<file path="config.mk">
export PLATFORM = sky130hd
export DESIGN_NAME = iir_transposed_df2_fixed_core
export DESIGN_NICKNAME = d
export VERILOG_FILES = /design/src/design/iir_tdf2_pkg.sv /design/src/design/iir_tdf2_ctrl.sv /design/src/design/iir_tdf2_dpath.sv /design/src/design/iir_tdf2_core.sv
export SDC_FILE = /design/constraint.sdc
export NUM_CORES = 2
export LEC_CHECK = 0
export ABC_AREA = 1
export ABC_CLOCK_PERIOD_IN_PS = 15400
export BUFFER_PORTS_ARGS = -buffer_cell sky130_fd_sc_hd__buf_2
export CAP_MARGIN = 20
export CORE_MARGIN = 1
export CORE_UTILIZATION = 65
export CTS_BUF_LIST = sky130_fd_sc_hd__clkbuf_2
export CTS_CLUSTER_DIAMETER = 100
export CTS_CLUSTER_SIZE = 25
export DETAILED_ROUTE_END_ITERATION = 10
export GPL_ROUTABILITY_DRIVEN = 0
export HOLD_SLACK_MARGIN = 0.08
export PLACE_DENSITY = 0.79
export REMOVE_ABC_BUFFERS = 1
export SYNTH_ARGS = -nofsm -noshare
export SYNTH_HDL_FRONTEND = slang
export SYNTH_SLANG_ARGS = --single-unit
</file>
<file path="constraint.sdc">
create_clock -name clk -period 15.4 [get_ports clk]
set_input_delay 0.77 -clock clk [delete_from_list [all_inputs] [get_ports clk]]
set_output_delay 0.77 -clock clk [all_outputs]
set_load 0.02 [all_outputs]
</file>
<file path="src/design/iir_tdf2_pkg.sv">
// Package for the transposed direct form II IIR filter core.
// Holds register indexes, the reset shift value, the controller state type
// and the command/status structs. It depends on nothing else.
package iir_tdf2_pkg;

	localparam int SAMPLE_W = 16;
	localparam int COEFF_W  = 16;
	localparam int OUT_W    = 32;
	localparam int SHIFT_W  = 4;
	localparam int INDEX_W  = 3;

	// Configuration register indexes.
	localparam logic [INDEX_W-1:0] REG_B0   = 3'd0;
	localparam logic [INDEX_W-1:0] REG_A1   = 3'd4;
	localparam logic [INDEX_W-1:0] REG_FRAC = 3'd7;

	localparam logic [SHIFT_W-1:0] FRAC_RESET = 4'd14;

	typedef enum logic [2:0] {
		ST_IDLE,
		ST_MULB0,
		ST_CALCY,
		ST_LOOP0,
		ST_LOOP,
		ST_ACC,
		ST_OUT
	} state_t;

	typedef struct packed {
		logic ld_x;
		logic mul_b0;
		logic calc_y;
		logic mul_step;
		logic acc_step;
		logic ld_out;
	} cmd_t;

	typedef struct packed {
		logic mul_last;
	} sts_t;

endpackage

</file>
<file path="src/design/iir_tdf2_ctrl.sv">
// Sequencer of the IIR filter core: steps the datapath through one sample
// and owns the input and output handshakes. Depends on iir_tdf2_pkg.
module iir_tdf2_ctrl
	import iir_tdf2_pkg::*;
(
	input  logic clk,
	input  logic arst_n,
	input  logic in_valid,
	output logic in_stall,
	output logic out_valid,
	input  logic out_stall,
	output cmd_t cmd,
	input  sts_t sts
);

	state_t state_q, state_nxt;
	logic   out_valid_q;
	logic   out_free;

	// The output register may be loaded when empty or when its beat leaves now.
	assign out_free  = !out_valid_q || !out_stall;
	assign out_valid = out_valid_q;

	always_ff @(posedge clk or negedge arst_n) begin
		if (!arst_n) begin
			state_q     <= ST_IDLE;
			out_valid_q <= 1'b0;
		end else begin
			state_q <= state_nxt;
			if (cmd.ld_out)
				out_valid_q <= 1'b1;
			else if (!out_stall)
				out_valid_q <= 1'b0;
		end
	end

	always_comb begin
		state_nxt = state_q;
		cmd       = '0;
		in_stall  = 1'b1;
		unique case (state_q)
			ST_IDLE: begin
				in_stall = 1'b0;
				if (in_valid) begin
					cmd.ld_x  = 1'b1;
					state_nxt = ST_MULB0;
				end
			end
			ST_MULB0: begin
				cmd.mul_b0 = 1'b1;
				state_nxt  = ST_CALCY;
			end
			ST_CALCY: begin
				cmd.calc_y = 1'b1;
				state_nxt  = ST_LOOP0;
			end
			ST_LOOP0: begin
				cmd.mul_step = 1'b1;
				state_nxt    = sts.mul_last ? ST_ACC : ST_LOOP;
			end
			ST_LOOP: begin
				// Products of one delay term are formed while the previous
				// term is accumulated.
				cmd.mul_step = 1'b1;
				cmd.acc_step = 1'b1;
				state_nxt    = sts.mul_last ? ST_ACC : ST_LOOP;
			end
			ST_ACC: begin
				cmd.acc_step = 1'b1;
				if (out_free) begin
					cmd.ld_out = 1'b1;
					state_nxt  = ST_IDLE;
				end else begin
					state_nxt = ST_OUT;
				end
			end
			ST_OUT: begin
				if (out_free) begin
					cmd.ld_out = 1'b1;
					state_nxt  = ST_IDLE;
				end
			end
			default: begin
				state_nxt = ST_IDLE;
			end
		endcase
	end

endmodule

</file>
<file path="src/design/iir_tdf2_dpath.sv">
// Datapath of the IIR filter core: coefficient registers, the shared
// multiplier pair, the delay terms and the output register.
// Depends on iir_tdf2_pkg.
module iir_tdf2_dpath
	import iir_tdf2_pkg::*;
#(
	parameter int TAPS = 4
) (
	input  logic                       clk,
	input  logic                       arst_n,
	input  logic                       cfg_we,
	input  logic [INDEX_W-1:0]         cfg_index,
	input  logic [COEFF_W-1:0]         cfg_data,
	input  logic signed [SAMPLE_W-1:0] sample_in,
	output logic signed [OUT_W-1:0]    sample_out,
	input  cmd_t                       cmd,
	output sts_t                       sts
);

	localparam int NDELAY = TAPS - 1;
	localparam int KW     = (NDELAY > 1) ? $clog2(NDELAY) : 1;
	localparam int CW     = $clog2(TAPS);
	localparam int PA_W   = COEFF_W + OUT_W;
	localparam int DIFF_W = PA_W + 1;

	logic signed [COEFF_W-1:0]  b_q [0:TAPS-1];
	logic signed [COEFF_W-1:0]  a_q [1:TAPS-1];
	logic [SHIFT_W-1:0]         frac_q;

	logic signed [SAMPLE_W-1:0] x_q;
	logic signed [OUT_W-1:0]    y_q;
	logic signed [OUT_W-1:0]    out_q;
	logic signed [OUT_W-1:0]    v_q [0:NDELAY-1];
	logic [KW-1:0]              mul_k_q;
	logic [KW-1:0]              acc_k_q;

	logic signed [OUT_W-1:0]    pb_s1;
	logic signed [PA_W-1:0]     pa_s1;

	logic [CW-1:0]              coeff_idx;
	logic signed [COEFF_W-1:0]  b_sel;
	logic signed [COEFF_W-1:0]  a_sel;
	logic signed [OUT_W-1:0]    bx;
	logic signed [PA_W-1:0]     ay;
	logic signed [OUT_W-1:0]    pb_shifted;
	logic signed [DIFF_W-1:0]   diff;
	logic signed [DIFF_W-1:0]   diff_shifted;
	logic                       acc_last;
	logic [KW-1:0]              next_k;
	logic signed [OUT_W-1:0]    carry_in;

	assign coeff_idx = CW'(mul_k_q) + CW'(1);
	assign b_sel     = cmd.mul_b0 ? b_q[0] : b_q[coeff_idx];
	assign a_sel     = a_q[coeff_idx];
	assign bx        = b_sel * x_q;
	assign ay        = a_sel * y_q;

	assign sts.mul_last = (mul_k_q == KW'(TAPS - 2));

	// The scaled delay term has zero fraction bits, so it passes the shift
	// unchanged and is added after it.
	assign pb_shifted   = pb_s1 >>> frac_q;
	assign diff         = DIFF_W'(pb_s1) - DIFF_W'(pa_s1);
	assign diff_shifted = diff >>> frac_q;

	assign acc_last = (acc_k_q == KW'(TAPS - 2));
	assign next_k   = acc_last ? acc_k_q : KW'(acc_k_q + KW'(1));
	assign carry_in = acc_last ? '0 : v_q[next_k];

	always_ff @(posedge clk or negedge arst_n) begin
		if (!arst_n) begin
			for (int i = 0; i < TAPS; i++)
				b_q[i] <= '0;
			for (int i = 1; i < TAPS; i++)
				a_q[i] <= '0;
			frac_q <= FRAC_RESET;
		end else if (cfg_we) begin
			for (int i = 0; i < TAPS; i++)
				if (cfg_index == REG_B0 + INDEX_W'(i))
					b_q[i] <= cfg_data;
			for (int i = 1; i < TAPS; i++)
				if (cfg_index == REG_A1 + INDEX_W'(i - 1))
					a_q[i] <= cfg_data;
			if (cfg_index == REG_FRAC)
				frac_q <= cfg_data[SHIFT_W-1:0];
		end
	end

	always_ff @(posedge clk or negedge arst_n) begin
		if (!arst_n) begin
			for (int i = 0; i < NDELAY; i++)
				v_q[i] <= '0;
			mul_k_q <= '0;
			acc_k_q <= '0;
		end else begin
			if (cmd.calc_y) begin
				mul_k_q <= '0;
				acc_k_q <= '0;
			end else begin
				// The term count holds at the last term, so the coefficient
				// select never points past the register file.
				if (cmd.mul_step && !sts.mul_last)
					mul_k_q <= KW'(mul_k_q + KW'(1));
				if (cmd.acc_step)
					acc_k_q <= KW'(acc_k_q + KW'(1));
			end
			// Terms are rewritten in ascending order, so the next term read
			// here still holds its value from before this sample.
			if (cmd.acc_step)
				v_q[acc_k_q] <= carry_in + diff_shifted[OUT_W-1:0];
		end
	end

	always_ff @(posedge clk) begin
		if (cmd.ld_x)
			x_q <= sample_in;
		if (cmd.mul_b0 || cmd.mul_step)
			pb_s1 <= bx;
		if (cmd.mul_step)
			pa_s1 <= ay;
		if (cmd.calc_y)
			y_q <= v_q[0] + pb_shifted;
		if (cmd.ld_out)
			out_q <= y_q;
	end

	assign sample_out = out_q;

endmodule

</file>
<file path="src/design/iir_tdf2_core.sv">
// Top level of the transposed direct form II fixed-point IIR filter.
// Depends on iir_tdf2_pkg, iir_tdf2_ctrl and iir_tdf2_dpath.
//
// Each accepted 16-bit sample gives one 32-bit filtered sample, wrapped to
// 32 bits with floor shifts by frac_q. The core takes no new sample until it
// is through with the last one: one 16x16 and one 16x32 multiplier are
// shared and stepped once per delay term. The output is registered, so the
// next sample is taken while a finished result still waits to leave.
// Write the coefficient registers only while the core is idle.
module iir_transposed_df2_fixed_core
	import iir_tdf2_pkg::*;
#(
	parameter int TAPS = 4
) (
	input  logic                       clk,
	input  logic                       arst_n,
	input  logic                       cfg_we,
	input  logic [INDEX_W-1:0]         cfg_index,
	input  logic [COEFF_W-1:0]         cfg_data,
	input  logic                       in_valid,
	output logic                       in_stall,
	input  logic signed [SAMPLE_W-1:0] sample_in,
	output logic                       out_valid,
	input  logic                       out_stall,
	output logic signed [OUT_W-1:0]    sample_out
);

	cmd_t cmd;
	sts_t sts;

	iir_tdf2_ctrl u_ctrl (
		.clk       (clk),
		.arst_n    (arst_n),
		.in_valid  (in_valid),
		.in_stall  (in_stall),
		.out_valid (out_valid),
		.out_stall (out_stall),
		.cmd       (cmd),
		.sts       (sts)
	);

	iir_tdf2_dpath #(
		.TAPS (TAPS)
	) u_dpath (
		.clk        (clk),
		.arst_n     (arst_n),
		.cfg_we     (cfg_we),
		.cfg_index  (cfg_index),
		.cfg_data   (cfg_data),
		.sample_in  (sample_in),
		.sample_out (sample_out),
		.cmd        (cmd),
		.sts        (sts)
	);

endmodule
</file>
======== Word level (Yosys, flattened, before mapping) ========
Index checks and enable logic that the tools add are counted.
word-level totals
  logic and storage cells ................. 112
  input bits .............................. 40
  output and inout port bits .............. 34
  register bits after elaboration ......... 380
cells by class
  $lt $le $gt $ge ......................... 4
  shift-type cells ........................ 2
  eq/ne operators ......................... 18
  muxes and demuxes ....................... 35
  bitwise operators ....................... 3
  multipliers ............................. 2
  $add $sub $neg .......................... 5
  reductions and logical operators ........ 23
operators by type and width
  cell                                                 count
  2-to-1 mux 32 bit                                    4
  bitwise mux 96 bit                                   1
  2-to-1 mux 16 bit                                    5
  adder 32 bit                                         2
  binary-select mux 16 bit (select 2 bit)              2
  binary-select mux 32 bit (select 2 bit)              1
  demux 32 bit (select 2 bit)                          1
  >>> shifter 49 x 4 -> 32 bit                         1
  subtractor 32 x 48 -> 49 bit                         1
  multiplier 16 x 32 -> 48 bit                         1
  multiplier 16 x 16 -> 32 bit                         1
  >>> shifter 32 x 4 -> 32 bit                         1
  equality test 3 bit, second input constant           7
  one-hot mux 3 bit (6 select lines)                   1
  AND reduction 2 bit                                  9
  equality test 3 x 2 -> 1 bit, second input constant  4
  2-to-1 mux 1 bit                                     12
  2-to-1 mux 2 bit                                     5
  >= comparator 3 bit, second input constant           3
  2-to-1 mux 3 bit                                     3
  inverter 2 -> 3 bit                                  3
  equality test 3 x 1 -> 1 bit, second input constant  2
  logical NOT 3 bit                                    2
  OR reduction 2 bit                                   3
  9 further kinds                                      17

======== Depth between registers and ports, before layout ========
  depth after elaboration ................. 9
  mapped depth ............................ 38
  depth with buffers taken out ............ 33

======== By module ========
Synthesis repeated with hierarchy kept, for this count alone.
second synthesis, totals
  cells, all modules ...................... 6755
  area total of the unflattened synthesis .. 52495.3 µm²
modules (own cells, without submodules)
  module          cells each  area each (µm²)  times used  seq. area each (µm²)
  iir_tdf2_dpath  6718        52252.6          1           10183.5
  iir_tdf2_ctrl   37          242.7            1           100.1

======== Worst setup path after synthesis ========
No wires, ideal clock.
  path type ............................... reg2reg
  start point ............................. reg u_dpath.mul_k_q[0]
  end point ............................... reg u_dpath.pa_s1[42] (data pin)
  stages on the path, launching flop included .. 37
  slack ................................... 8043 ps
  data arrival time ....................... 7096 ps
  required time ........................... 15139 ps
  path through ............................ dfrtp_1 > inv_2 > clkbuf_1 > buf_2 > ha_1 > buf_4 > inv_2 > nor2_2 > inv_2 > buf_1 > o21ai_2 > inv_1 > buf_2 > nor2_1 > fa_1 > inv_1 > fa_1 > fa_1 > inv_1 > fa_1 > fa_1 > inv_1 > fa_1 > inv_1 > ha_1 > a21oi_1 > inv_1 > a31oi_1 > o21ai_0 > a21oi_1 > o21ai_1 > nand2_1 > nand2_1 > a21o_1 > nand2_1 > nand2_1 > xor2_1
on the way
  cells in the longest elaborated chain, start to end .. 6
ends and longest elaborated chain
  what                                                  RTL line               source
  from (decl)                                           iir_tdf2_dpath.sv:34   logic [KW-1:0] mul_k_q;
  from (signal assigned)                                iir_tdf2_dpath.sv:103  mul_k_q <= KW'(mul_k_q + KW'(1));
  adder 2 x 1 -> 2 bit                                  iir_tdf2_dpath.sv:52   assign coeff_idx = CW'(mul_k_q) + CW'(1);
  inverter 2 -> 3 bit (implied by the code)             iir_tdf2_dpath.sv:54   assign a_sel = a_q[coeff_idx];
  binary-select mux 16 bit (select 2 bit)               iir_tdf2_dpath.sv:54
  2-to-1 mux 16 bit (implied by the code) (2 in a row)  iir_tdf2_dpath.sv:54
  multiplier 16 x 32 -> 48 bit                          iir_tdf2_dpath.sv:56   assign ay = a_sel * y_q;
  via u_dpath.ay[42]                                    iir_tdf2_dpath.sv:44   logic signed [PA_W-1:0] ay;
  to (signal assigned)                                  iir_tdf2_dpath.sv:120  pa_s1 <= ay;
  to (decl)                                             iir_tdf2_dpath.sv:38   logic signed [PA_W-1:0] pa_s1;
The timed path passes the listed nets, and every way through them passes these cells. The select of a mux whose other input is x is not followed.
A chain may end at the register's enable or synchronous reset.

======== Worst setup path after layout ========
  start point ............................. reg u_dpath.mul_k_q[0]
  end point ............................... reg u_dpath.pa_s1[44] (data pin)
The elaborated chain is that of the path after synthesis.

==> metrics.csv <==
metric,value,unit
wire_per_inst,19.8,um
coreArea,79400,sq um
cts_made_buffers,24,
path_max_fanout,51,
antenna_found_initial,4,
worstSetupPathType,reg2reg,
via_per_inst,5.86,
layout-drive-gt1-share,4.88,%
tns,0,ps
drtAntennaViolNets,0,
busiest_layer,met2,
portBuffers,73,
critical_path.top_delay_family,adder cells,
skew,118,ps
finalHoldViolCount,0,
max_freq,110,MHz
maxCapViolations,0,
htreeDepth,1,
cp.required,16420,ps
final_nets,7797,
rsz0062_at_grt,no,
netlist_area,52400,sq um
yosys_warnings,0,
routed_wl,154000,um
yosysTopAreaCell,fa_1,
syn_inst,6724,
track_usage,38.3,%
use_met3,9.40,%
cts_tree,built,
initial_core_util,66.0,%
grt_pass1_wl,244000,um
fillers,6587,
grt_pass1_vias,45300,
clockBufferDepth,3,
grt_start_max_net_pins,90,
status,completed,
clock_latency,1250,ps
num_vias,45500,
yosys-top-cells-area,"fa_1 28%, nand2_1 11%, dfrtp_1 10%",
max-slew-margin-rel,32.5,%
setup_viol,0,
post_synth.cell_area_avg,7.79,sq um
synth_top_area_share,28.5,%
grtUsageMet1,50.5,%
boundaryPins,74,
yosysMostFrequentCell,nand2_1,
ys_seq_area_share,19.6,%
slew_viol_final,0,
crit_path_start_kind,flip-flop,
postCtsHoldBufs,46,
layout_min_cycle_time,9110,ps
hpwl,122000,um
crit_buf_inv,10,
synth_ff_type,dfrtp_1,
path_common_cell,fa_1,
grt_overflow,0,
max_stage_delay,600,ps
drt-pass1-iter-count,6,
cts.sinks,379,
rows,103,
area_growth,4.16,%
cp_slowest_cell,o21ai_1,
dieArea,81700,sq um
synth_cell_types,63,
post-route-period-util,59.1,%
clk_pin_slew,480,ps
cts_setup_buffers,0,
worstMarginPinSlew,1010,ps
cp-end-kind,flip-flop,
die_width,286,um
use_met2,59.6,%
synth_edf_count,159,
hp-class,in2reg,
die_h,286,um
cp.arrival,10130,ps
clockRootBuffer,clkbuf_2,
ys_ff_latch,379,
drtIter0Drc,5025,
postSynth.asyncResetShare,58.0,%
synthTopCellsByCount,"1528 x nand2_1, 1378 x inv_1, 745 x fa_1",
cts_resized,0,
route.detailed.drc,0,
[per-stage QoR]
stage / cell area [sq um] / cells / utilization, % / hold slack (ps) / worst slack, ps
finish: 54500 / 7777 / 68.7 / 149 / 6290
global route: 54500 / 7776 / 68.7 / 76.1 / 5990
CTS: 54500 / 7767 / 68.6 / 81.4 / 6470
detailed placement: 53600 / 7679 / 67.6 / 459 / 6600
global placement: 53600 / 7679 / 67.6 / 454 / 6820
floorplan: 51500 / 6503 / - / 442 / 5940
[cell type report]
type	count	area [sq um]	share of cell area [%]
Tap cell	1050	1310	2.41
Inverter	1409	5290	9.70
Clock inverter	12	219	0.401
Antenna cell	5	12.5	0.0229
Sequential cell	379	10300	18.9
Timing Repair Buffer	177	1310	2.39
Clock buffer	30	150	0.275
Multi-Input combinational cell	4715	36000	65.9
[metal layers]
| layer | vias to the layer above | part of all wire, % |
|---|---|---|
| met5 | - | 0.0091 |
| met4 | 2 | 5.8 |
| met3 | 547 | 12 |
| met2 | 2638 | 44 |
| met1 | 21800 | 38 |
| li1 | 20500 | - |
[placed cells by master, fill, tap and decap left out, types with 20 or more instances in the layout]
cell	netlist	final
ha_1	306	306
nor2_2	21	22
inv_2	17	20
dlygate4sd3_1	0	49
edfxtp_1	159	159
o221ai_1	24	24
a21oi_1	232	232
o21ai_1	44	39
buf_4	1	53
a31oi_1	40	40
nand3_1	275	275
nor2_1	659	656
xor2_1	100	100
o21ai_2	24	33
mux2i_1	22	22
buf_2	42	72
nand2_1	1528	1528
xnor2_1	70	70
inv_1	1378	1375
nand4_1	39	39
fa_1	745	745
dfrtp_1	217	216
nor3_1	22	22
o21ai_0	398	393
clkbuf_2	0	30
[worst paths after layout]
kind | slack [ps] | to | from | depth (start not counted)
max in group asynchronous | 13220 | u_dpath.b_q[44]$_DFFE_PN0P_ | arst_n | 5
min in group asynchronous | 590 | u_dpath.frac_q[1]$_DFFE_PN1P_ | arst_n | 3
max | 6290 | u_dpath.pa_s1[44]$_DFFE_PP_ | u_dpath.mul_k_q[0]$_DFFE_PN0P_ | 28
min | 150 | u_dpath.x_q[5]$_DFFE_PP_ | sample_in[5] | 2
min reg2reg | 530 | u_dpath.v_q[62]$_DFFE_PN0P_ | u_dpath.v_q[62]$_DFFE_PN0P_ | 2
max reg2reg | 6290 | u_dpath.pa_s1[44]$_DFFE_PP_ | u_dpath.mul_k_q[0]$_DFFE_PN0P_ | 28
[sequential cells by signal, indices dropped and copies added, names as in the netlist]
signal	cells
u_dpath.v_q	96
u_dpath.b_q	64
u_dpath.a_q	48
u_dpath.pa_s1	47
u_dpath.pb_s1	32
u_dpath.sample_out	32
u_dpath.y_q	32
u_dpath.x_q	16
u_dpath.frac_q	4
u_ctrl.state_q	3
u_dpath.acc_k_q	2
u_dpath.mul_k_q	2
u_ctrl.out_valid	1
[cell families (layout without fill, tap and decap cells)]
kind of cell	count (synthesis)	after routing	share of synthesized area, %
compound gates	856	856	9.22
xor+xnor	170	170	2.84
fa+ha+maj	1051	1051	35.8
buf+inv	1630	1628	11.8
flops	379	379	19.6
mux	22	22	0.420
other cells	0	5	0
simple gates	2616	2616	20.3
Power is left out: the tool's default activity adds up to more than one toggle a clock period on the data nets, which glitch-free logic cannot reach.
